==> config.mk <==
export PLATFORM = sky130hd
export DESIGN_NAME = arm_thumb_branch_execute
export DESIGN_NICKNAME = d
export VERILOG_FILES = /design/src/hw/rtl/abt_pkg.sv /design/src/hw/rtl/abt_decode.sv /design/src/hw/rtl/arm_thumb_branch_execute.sv
export SDC_FILE = /design/constraint.sdc
export NUM_CORES = 1
export LEC_CHECK = 0
export BUFFER_PORTS_ARGS = -buffer_cell sky130_fd_sc_hd__buf_2
export CORE_ASPECT_RATIO = 1.25
export CORE_MARGIN = 5
export CORE_UTILIZATION = 60
export DETAILED_ROUTE_END_ITERATION = 10
export GPL_ROUTABILITY_DRIVEN = 0
export PLACE_DENSITY = 0.95
export SLEW_MARGIN = 30
export SYNTH_ARGS = -nofsm -noshare
export SYNTH_HDL_FRONTEND = slang
export SYNTH_SLANG_ARGS = --single-unit
==> constraint.sdc <==
create_clock -name aclk -period 13.6 [get_ports aclk]
set_input_delay 1.36 -clock aclk [delete_from_list [all_inputs] [get_ports aclk]]
set_output_delay 1.36 -clock aclk [all_outputs]
set_load 0.05 [all_outputs]
==> src/hw/rtl/abt_pkg.sv <==
// Shared types and constants for the ARM/THUMB branch execute block.
// No dependencies; used by the decoder, the top level, the result checker and the testbench.
`timescale 1ns / 1ps

package abt_pkg;

    localparam int KIND_W  = 4;
    localparam int WORD_W  = 32;
    localparam int COND_W  = 4;
    localparam int FLAGS_W = 4;
    localparam int CYC_W   = 2;

    // Link offsets relative to the PC as read by the instruction.
    localparam logic [WORD_W-1:0] LR_OFF_ARM   = 32'hFFFF_FFFC;
    localparam logic [WORD_W-1:0] LR_OFF_THUMB = 32'hFFFF_FFFF;

    localparam logic [CYC_W-1:0] CYC_TAKEN     = 2'd3;
    localparam logic [CYC_W-1:0] CYC_NOT_TAKEN = 2'd1;

    typedef enum logic [KIND_W-1:0] {
        KIND_ARM_BX      = 4'd0,
        KIND_ARM_BLX_REG = 4'd1,
        KIND_ARM_B       = 4'd2,
        KIND_ARM_BL      = 4'd3,
        KIND_ARM_BLX_IMM = 4'd4,
        KIND_T_BX        = 4'd5,
        KIND_T_BLX       = 4'd6,
        KIND_T_BCOND     = 4'd7,
        KIND_T_B         = 4'd8,
        KIND_T_BL_HI     = 4'd9,
        KIND_T_BL_LO     = 4'd10,
        KIND_T_BLX_LO    = 4'd11
    } kind_t;

    typedef enum logic [COND_W-1:0] {
        COND_EQ = 4'd0,  COND_NE = 4'd1,  COND_CS = 4'd2,  COND_CC = 4'd3,
        COND_MI = 4'd4,  COND_PL = 4'd5,  COND_VS = 4'd6,  COND_VC = 4'd7,
        COND_HI = 4'd8,  COND_LS = 4'd9,  COND_GE = 4'd10, COND_LT = 4'd11,
        COND_GT = 4'd12, COND_LE = 4'd13
    } cond_t;

    // Decoded branch: write enables, THUMB bit and the operands of both adders.
    typedef struct packed {
        logic              pc_write;
        logic              lr_write;
        logic              thumb;
        logic [WORD_W-1:0] base;
        logic [WORD_W-1:0] offset;
        logic [WORD_W-1:0] pc;
        logic [WORD_W-1:0] lr_off;
    } dec_t;

endpackage

==> src/hw/rtl/abt_decode.sv <==
// Branch decoder: turns one request into write enables, THUMB bit and adder operands.
// Depends on abt_pkg.
`timescale 1ns / 1ps

module abt_decode (
    input  logic [abt_pkg::KIND_W-1:0]  req_type,
    input  logic [abt_pkg::WORD_W-1:0]  opcode,
    input  logic [abt_pkg::COND_W-1:0]  condition,
    input  logic [abt_pkg::WORD_W-1:0]  reg_value,
    input  logic [abt_pkg::WORD_W-1:0]  pc_value,
    input  logic [abt_pkg::WORD_W-1:0]  lr_value,
    input  logic [abt_pkg::FLAGS_W-1:0] flags,
    input  logic                        thumb_in,
    input  logic                        older_core,
    output abt_pkg::dec_t               dec
);
    import abt_pkg::*;

    logic fl_n, fl_z, fl_c, fl_v;
    logic cond_ok;

    assign fl_n = flags[3];
    assign fl_z = flags[2];
    assign fl_c = flags[1];
    assign fl_v = flags[0];

    // Condition check for the THUMB conditional branch.
    always_comb begin
        case (cond_t'(condition))
            COND_EQ: cond_ok = fl_z;
            COND_NE: cond_ok = !fl_z;
            COND_CS: cond_ok = fl_c;
            COND_CC: cond_ok = !fl_c;
            COND_MI: cond_ok = fl_n;
            COND_PL: cond_ok = !fl_n;
            COND_VS: cond_ok = fl_v;
            COND_VC: cond_ok = !fl_v;
            COND_HI: cond_ok = fl_c && !fl_z;
            COND_LS: cond_ok = !fl_c || fl_z;
            COND_GE: cond_ok = (fl_n == fl_v);
            COND_LT: cond_ok = (fl_n != fl_v);
            COND_GT: cond_ok = !fl_z && (fl_n == fl_v);
            COND_LE: cond_ok = fl_z || (fl_n != fl_v);
            default: cond_ok = 1'b0;
        endcase
    end

    // Kind decode. The new PC is base + offset, the new LR is pc + lr_off.
    always_comb begin
        dec          = '0;
        dec.thumb    = thumb_in;
        dec.pc       = pc_value;
        unique case (kind_t'(req_type))
            KIND_ARM_BX: begin
                dec.thumb    = thumb_in | reg_value[0];
                dec.base     = reg_value;
                dec.pc_write = 1'b1;
            end
            KIND_ARM_BLX_REG: begin
                if (!older_core) begin
                    dec.thumb    = thumb_in | reg_value[0];
                    dec.base     = reg_value;
                    dec.pc_write = 1'b1;
                    dec.lr_off   = LR_OFF_ARM;
                    dec.lr_write = 1'b1;
                end
            end
            KIND_ARM_B: begin
                dec.base     = pc_value;
                dec.offset   = {{6{opcode[23]}}, opcode[23:0], 2'b00};
                dec.pc_write = 1'b1;
            end
            KIND_ARM_BL: begin
                dec.base     = pc_value;
                dec.offset   = {{6{opcode[23]}}, opcode[23:0], 2'b00};
                dec.pc_write = 1'b1;
                dec.lr_off   = LR_OFF_ARM;
                dec.lr_write = 1'b1;
            end
            KIND_ARM_BLX_IMM: begin
                // The H bit supplies bit 1 of the target offset.
                if (!older_core) begin
                    dec.thumb    = 1'b1;
                    dec.base     = pc_value;
                    dec.offset   = {{6{opcode[23]}}, opcode[23:0], opcode[24], 1'b0};
                    dec.pc_write = 1'b1;
                    dec.lr_off   = LR_OFF_ARM;
                    dec.lr_write = 1'b1;
                end
            end
            KIND_T_BX: begin
                dec.thumb    = thumb_in & reg_value[0];
                dec.base     = reg_value;
                dec.pc_write = 1'b1;
            end
            KIND_T_BLX: begin
                if (!older_core) begin
                    dec.thumb    = thumb_in & reg_value[0];
                    dec.base     = reg_value;
                    dec.pc_write = 1'b1;
                    dec.lr_off   = LR_OFF_THUMB;
                    dec.lr_write = 1'b1;
                end
            end
            KIND_T_BCOND: begin
                if (cond_ok) begin
                    dec.base     = pc_value;
                    dec.offset   = {{23{opcode[7]}}, opcode[7:0], 1'b0};
                    dec.pc_write = 1'b1;
                end
            end
            KIND_T_B: begin
                dec.base     = pc_value;
                dec.offset   = {{20{opcode[10]}}, opcode[10:0], 1'b0};
                dec.pc_write = 1'b1;
            end
            KIND_T_BL_HI: begin
                // First half of the long branch only writes the PC plus the upper offset to LR.
                dec.lr_off   = {{9{opcode[10]}}, opcode[10:0], 12'h000};
                dec.lr_write = 1'b1;
            end
            KIND_T_BL_LO: begin
                dec.base     = lr_value;
                dec.offset   = {20'h00000, opcode[10:0], 1'b0};
                dec.pc_write = 1'b1;
                dec.lr_off   = LR_OFF_THUMB;
                dec.lr_write = 1'b1;
            end
            KIND_T_BLX_LO: begin
                if (!older_core) begin
                    dec.thumb    = 1'b0;
                    dec.base     = lr_value;
                    dec.offset   = {20'h00000, opcode[10:0], 1'b0};
                    dec.pc_write = 1'b1;
                    dec.lr_off   = LR_OFF_THUMB;
                    dec.lr_write = 1'b1;
                end
            end
            default: begin
                dec.thumb = thumb_in;
            end
        endcase
    end

endmodule

==> src/hw/rtl/arm_thumb_branch_execute.sv <==
// Top level of the ARM/THUMB branch execute block: three-stage pipeline.
// Depends on abt_pkg and abt_decode.
`timescale 1ns / 1ps

// Usage:
// A request enters on the s_ channel (valid/ready) carrying one branch
// instruction with its operands; one result leaves on the m_ channel with
// the new PC, new LR, their write flags, the THUMB bit and the cycle count.
// The cfg_ channel writes the older-core mode bit; write it only while no
// request is in flight. cfg_ready is always high.
// The request passes three register stages: decode, then the target and
// link adders, then the output register, whose valid bit drives m_valid.
// Throughput is one request per cycle while m_ready does not stall.
// Each stage holds its request while the next one is full, so a stall on
// m_ready backs up stage by stage and s_ready drops only when all three
// stages are occupied; nothing is dropped or repeated.
// Reset (aresetn low, synchronous) empties all stages and clears the mode
// bit to the newer core.

module arm_thumb_branch_execute (
    input  logic                        aclk,
    input  logic                        aresetn,
    input  logic                        cfg_valid,
    output logic                        cfg_ready,
    input  logic                        cfg_data,
    input  logic                        s_valid,
    output logic                        s_ready,
    input  logic [abt_pkg::KIND_W-1:0]  s_req_type,
    input  logic [abt_pkg::WORD_W-1:0]  s_opcode,
    input  logic [abt_pkg::COND_W-1:0]  s_condition,
    input  logic [abt_pkg::WORD_W-1:0]  s_reg_value,
    input  logic [abt_pkg::WORD_W-1:0]  s_pc_value,
    input  logic [abt_pkg::WORD_W-1:0]  s_lr_value,
    input  logic [abt_pkg::FLAGS_W-1:0] s_flags,
    input  logic                        s_thumb_in,
    output logic                        m_valid,
    input  logic                        m_ready,
    output logic [abt_pkg::WORD_W-1:0]  m_new_pc,
    output logic                        m_pc_write,
    output logic [abt_pkg::WORD_W-1:0]  m_new_lr,
    output logic                        m_lr_write,
    output logic                        m_thumb_out,
    output logic [abt_pkg::CYC_W-1:0]   m_cycle_count
);
    import abt_pkg::*;

    logic              older_core_reg;
    dec_t              dec;
    dec_t              dec_reg;
    logic              v1_reg, v2_reg, v3_reg;
    logic              rdy1, rdy2, rdy3;
    logic [WORD_W-1:0] npc_reg, nlr_reg;
    logic              pw2_reg, lw2_reg, t2_reg;
    logic [WORD_W-1:0] out_pc_reg, out_lr_reg;
    logic              out_pw_reg, out_lw_reg, out_t_reg;

    // Configuration register.
    assign cfg_ready = 1'b1;

    always_ff @(posedge aclk) begin
        if (!aresetn) begin
            older_core_reg <= 1'b0;
        end else if (cfg_valid) begin
            older_core_reg <= cfg_data;
        end
    end

    // Per-stage flow control: a stage takes a request when it is empty or drains.
    assign rdy3    = !v3_reg || m_ready;
    assign rdy2    = !v2_reg || rdy3;
    assign rdy1    = !v1_reg || rdy2;
    assign s_ready = rdy1;

    always_ff @(posedge aclk) begin
        if (!aresetn) begin
            v1_reg <= 1'b0;
            v2_reg <= 1'b0;
            v3_reg <= 1'b0;
        end else begin
            if (rdy1) begin
                v1_reg <= s_valid;
            end
            if (rdy2) begin
                v2_reg <= v1_reg;
            end
            if (rdy3) begin
                v3_reg <= v2_reg;
            end
        end
    end

    // Stage 1: decode the request.
    abt_decode u_decode (
        .req_type   (s_req_type),
        .opcode     (s_opcode),
        .condition  (s_condition),
        .reg_value  (s_reg_value),
        .pc_value   (s_pc_value),
        .lr_value   (s_lr_value),
        .flags      (s_flags),
        .thumb_in   (s_thumb_in),
        .older_core (older_core_reg),
        .dec        (dec)
    );

    always_ff @(posedge aclk) begin
        if (s_valid && rdy1) begin
            dec_reg <= dec;
        end
    end

    // Stage 2: target and link adders.
    always_ff @(posedge aclk) begin
        if (v1_reg && rdy2) begin
            npc_reg <= dec_reg.base + dec_reg.offset;
            nlr_reg <= dec_reg.pc + dec_reg.lr_off;
            pw2_reg <= dec_reg.pc_write;
            lw2_reg <= dec_reg.lr_write;
            t2_reg  <= dec_reg.thumb;
        end
    end

    // Stage 3: output register; unwritten results read as zero.
    always_ff @(posedge aclk) begin
        if (v2_reg && rdy3) begin
            out_pc_reg <= pw2_reg ? npc_reg : '0;
            out_lr_reg <= lw2_reg ? nlr_reg : '0;
            out_pw_reg <= pw2_reg;
            out_lw_reg <= lw2_reg;
            out_t_reg  <= t2_reg;
        end
    end

    assign m_valid       = v3_reg;
    assign m_new_pc      = out_pc_reg;
    assign m_pc_write    = out_pw_reg;
    assign m_new_lr      = out_lr_reg;
    assign m_lr_write    = out_lw_reg;
    assign m_thumb_out   = out_t_reg;
    assign m_cycle_count = out_pw_reg ? CYC_TAKEN : CYC_NOT_TAKEN;

endmodule

==> results.json <==
{
  "status": "finished with violations",
  "violations": "DRC",
  "initial_utilization": 0.6122,
  "detail_route.iter0.violations": 1103,
  "synth_seq_cells": 243,
  "htree_levels": 1,
  "numCtsBuffers": 24,
  "fp.dieW_um": 138.6,
  "placed_cells": 1466,
  "drt-wirelength-per-cell_um": 20.10,
  "crit_slowest_cell": "nor2b_1",
  "yosysMostFrequentCell": "edfxtp_1",
  "cts_tree": "yes",
  "nets": 1433,
  "hp-start": "t2_reg",
  "period_share": 0.2831,
  "pre_cts_ws_ns": 9.659,
  "fp-row-count": 58,
  "synth-async-reset-ratio": 0,
  "crit_top_cell": "buf_2",
  "viasPerCell": 6.221,
  "io_buffers": 209,
  "ir_drop_mv": 0.1198,
  "use_met3": 0.04697,
  "hp-class": "reg2reg",
  "netlist_area_mm2": 0.01240,
  "fmax_mhz": 259.8,
  "seq_area_frac_synth": 0.5854,
  "r2r_cells": 9,
  "crit_path_start_kind": "input pin",
  "finalWorstSetupSlack_ns": 9.751,
  "cp_data_required_time_ns": 12.24,
  "hold_buffers": 0,
  "fin_util": 0.7165,
  "largest_register_ffs": 105,
  "timing.hold.ws_ns": 0.4217,
  "vias": 9400,
  "cts-resized-gates": 0,
  "core_mm2": 0.02025,
  "holdPathStages": 0,
  "yosys.area.top_type": "edfxtp_1",
  "track_usage": 0.2496,
  "r2r_end": "nlr_reg[24]",
  "post_cts_buffers": 0,
  "r2r_slack_ns": 10.42,
  "fin_tns_setup_ns": 0,
  "slew_headroom": 0.3853,
  "die_area_mm2": 0.02365,
  "crit_chain": "buf_2 > nor2b_1 > nand3_1 > buf_2",
  "placed_cell_area_mm2": 0.01367,
  "design_area_mm2": 0.01451,
  "worstReg2RegStart": "dec_reg[11]",
  "root_buffer": "clkbuf_16",
  "antenna_found_initial": 2,
  "gr-usage-met1": 0.3085,
  "rsz0062_at_grt": "no",
  "yosysWarnings": 0,
  "crit_arrival_ns": 2.49,
  "drv_slew": 0,
  "ys.flop_type": "edfxtp_1",
  "cpPeakStageDelay_ns": 0.59,
  "layout-drive-gt1-share": 0.2228,
  "wl_um": 30370,
  "die_h_um": 170.7,
  "p_leak_nw": 6.141,
  "overflow": 0,
  "total_power_mw": 1.967,
  "setup_viol": 0,
  "syn_to_final_growth_pct": 17.04,
  "postSynthAreaPerCell_um2": 12.19,
  "worstPathMaxFanout": 6,
  "stdcell_count": 1511,
  "grtUsageMet2": 0.4380,
  "grt-busiest-layer": "met2",
  "cap_violations": 0,
  "synthTopCellsByArea": "edfxtp_1, ha_1, and2_1, a222oi_1, a21o_1",
  "fin_crit_ns": 3.849,
  "syn_inst": 1017,
  "p_per_area_mw_per_mm2": 135.6,
  "clock_latency_ns": 0.52,
  "cts_num_sinks": 243,
  "cts.reportedPaths.clkPinSlew_ns": 0.06,
  "ant_nets": 0,
  "synth.top_cells.by_count": "edfxtp_1, nand2_1, and2_1",
  "drtPass1Iterations": 11,
  "first_global_vias": 8982,
  "grt_first_pass_wirelength_um": 47210,
  "drc": 1,
  "hold_violations": 0,
  "netlist.area_leader.share": 0.5790,
  "grt_max_degree": 69,
  "synth-edff-count": 239,
  "worstSetupPathType": "in2out",
  "ys_types": 74,
  "dp_hpwl_um": 22410,
  "fin_skew_ns": 0.01911,
  "io_pins": 219,
  "endpoint_kind": "output pin",
  "cts_max_path_buffers": 3,
  "tightest_slew_ns": 0.9220,
  "holdPathEnd": "m_thumb_out"
}
==> worst max-delay path: cells and delay by family <==
family / cells / cell delay [ns]
buf+inv: 2 / 0.36
simple gates: 2 / 0.78
==> layer usage <==
layer | part of all wire | up-vias
met1 | 0.36 | 4369
met4 | 0.047 | 0
met2 | 0.48 | 653
met5 | 0 | -
li1 | - | 4256
met3 | 0.10 | 122
==> cells by family (layout without fill, tap and decap cells) <==
group,Yosys count,after routing,share of synthesized area
compound gates,273,273,0.1592
xor+xnor,50,50,0.03533
fa+ha+maj,64,64,0.06561
buf+inv,92,313,0.03210
flops,243,243,0.5854
mux,6,6,0.005854
other cells,1,4,0.0003025
simple gates,288,288,0.1162
==> power breakdown <==
group / internal, mW / switching [mW] / leakage [nW]
clock network: 0.418 / 0.266 / 0.399
registers: 0.899 / 0.0241 / 2.37
logic: 0.140 / 0.219 / 3.38
total: 1.46 / 0.510 / 6.14
==> cell type report <==
class                   count  area, um^2
well taps                 270       337.8
flip-flops and latches    243        7257
inverters                  55       206.4
diodes                      2       5.005
repair buffers            216        1096
clock inverters            15       212.7
multi-input cells         683        4781
fillers                  1283        5739
clock buffers              27       611.8
==> worst max path at each step <==
stage / cells after the start / endpoint / slack (ns) / startpoint
after floorplan: 2 / dec_reg[100] / 6.25 / m_ready
after CTS: 4 / s_ready / 9.75 / m_ready
after global placement: 8 / dec_reg[116] / 9.79 / s_req_type[0]
final: 4 / s_ready / 9.75 / m_ready
after detailed placement: 8 / dec_reg[119] / 9.66 / s_req_type[0]
after global routing: 4 / s_ready / 9.69 / m_ready
==> cells in the final DEF (no fill, tap or decap), types with 32 or more instances in the layout <==
| cell | Yosys | routed |
|---|---|---|
| a21o_1 | 37 | 37 |
| a21oi_1 | 54 | 54 |
| a222oi_1 | 32 | 32 |
| and2_1 | 67 | 67 |
| buf_2 | 8 | 210 |
| edfxtp_1 | 239 | 239 |
| ha_1 | 61 | 61 |
| inv_1 | 55 | 55 |
| nand2_1 | 70 | 70 |
| nor2_1 | 66 | 65 |
| o21ai_0 | 41 | 41 |
Note: power is estimated with default switching activity, not from simulation.
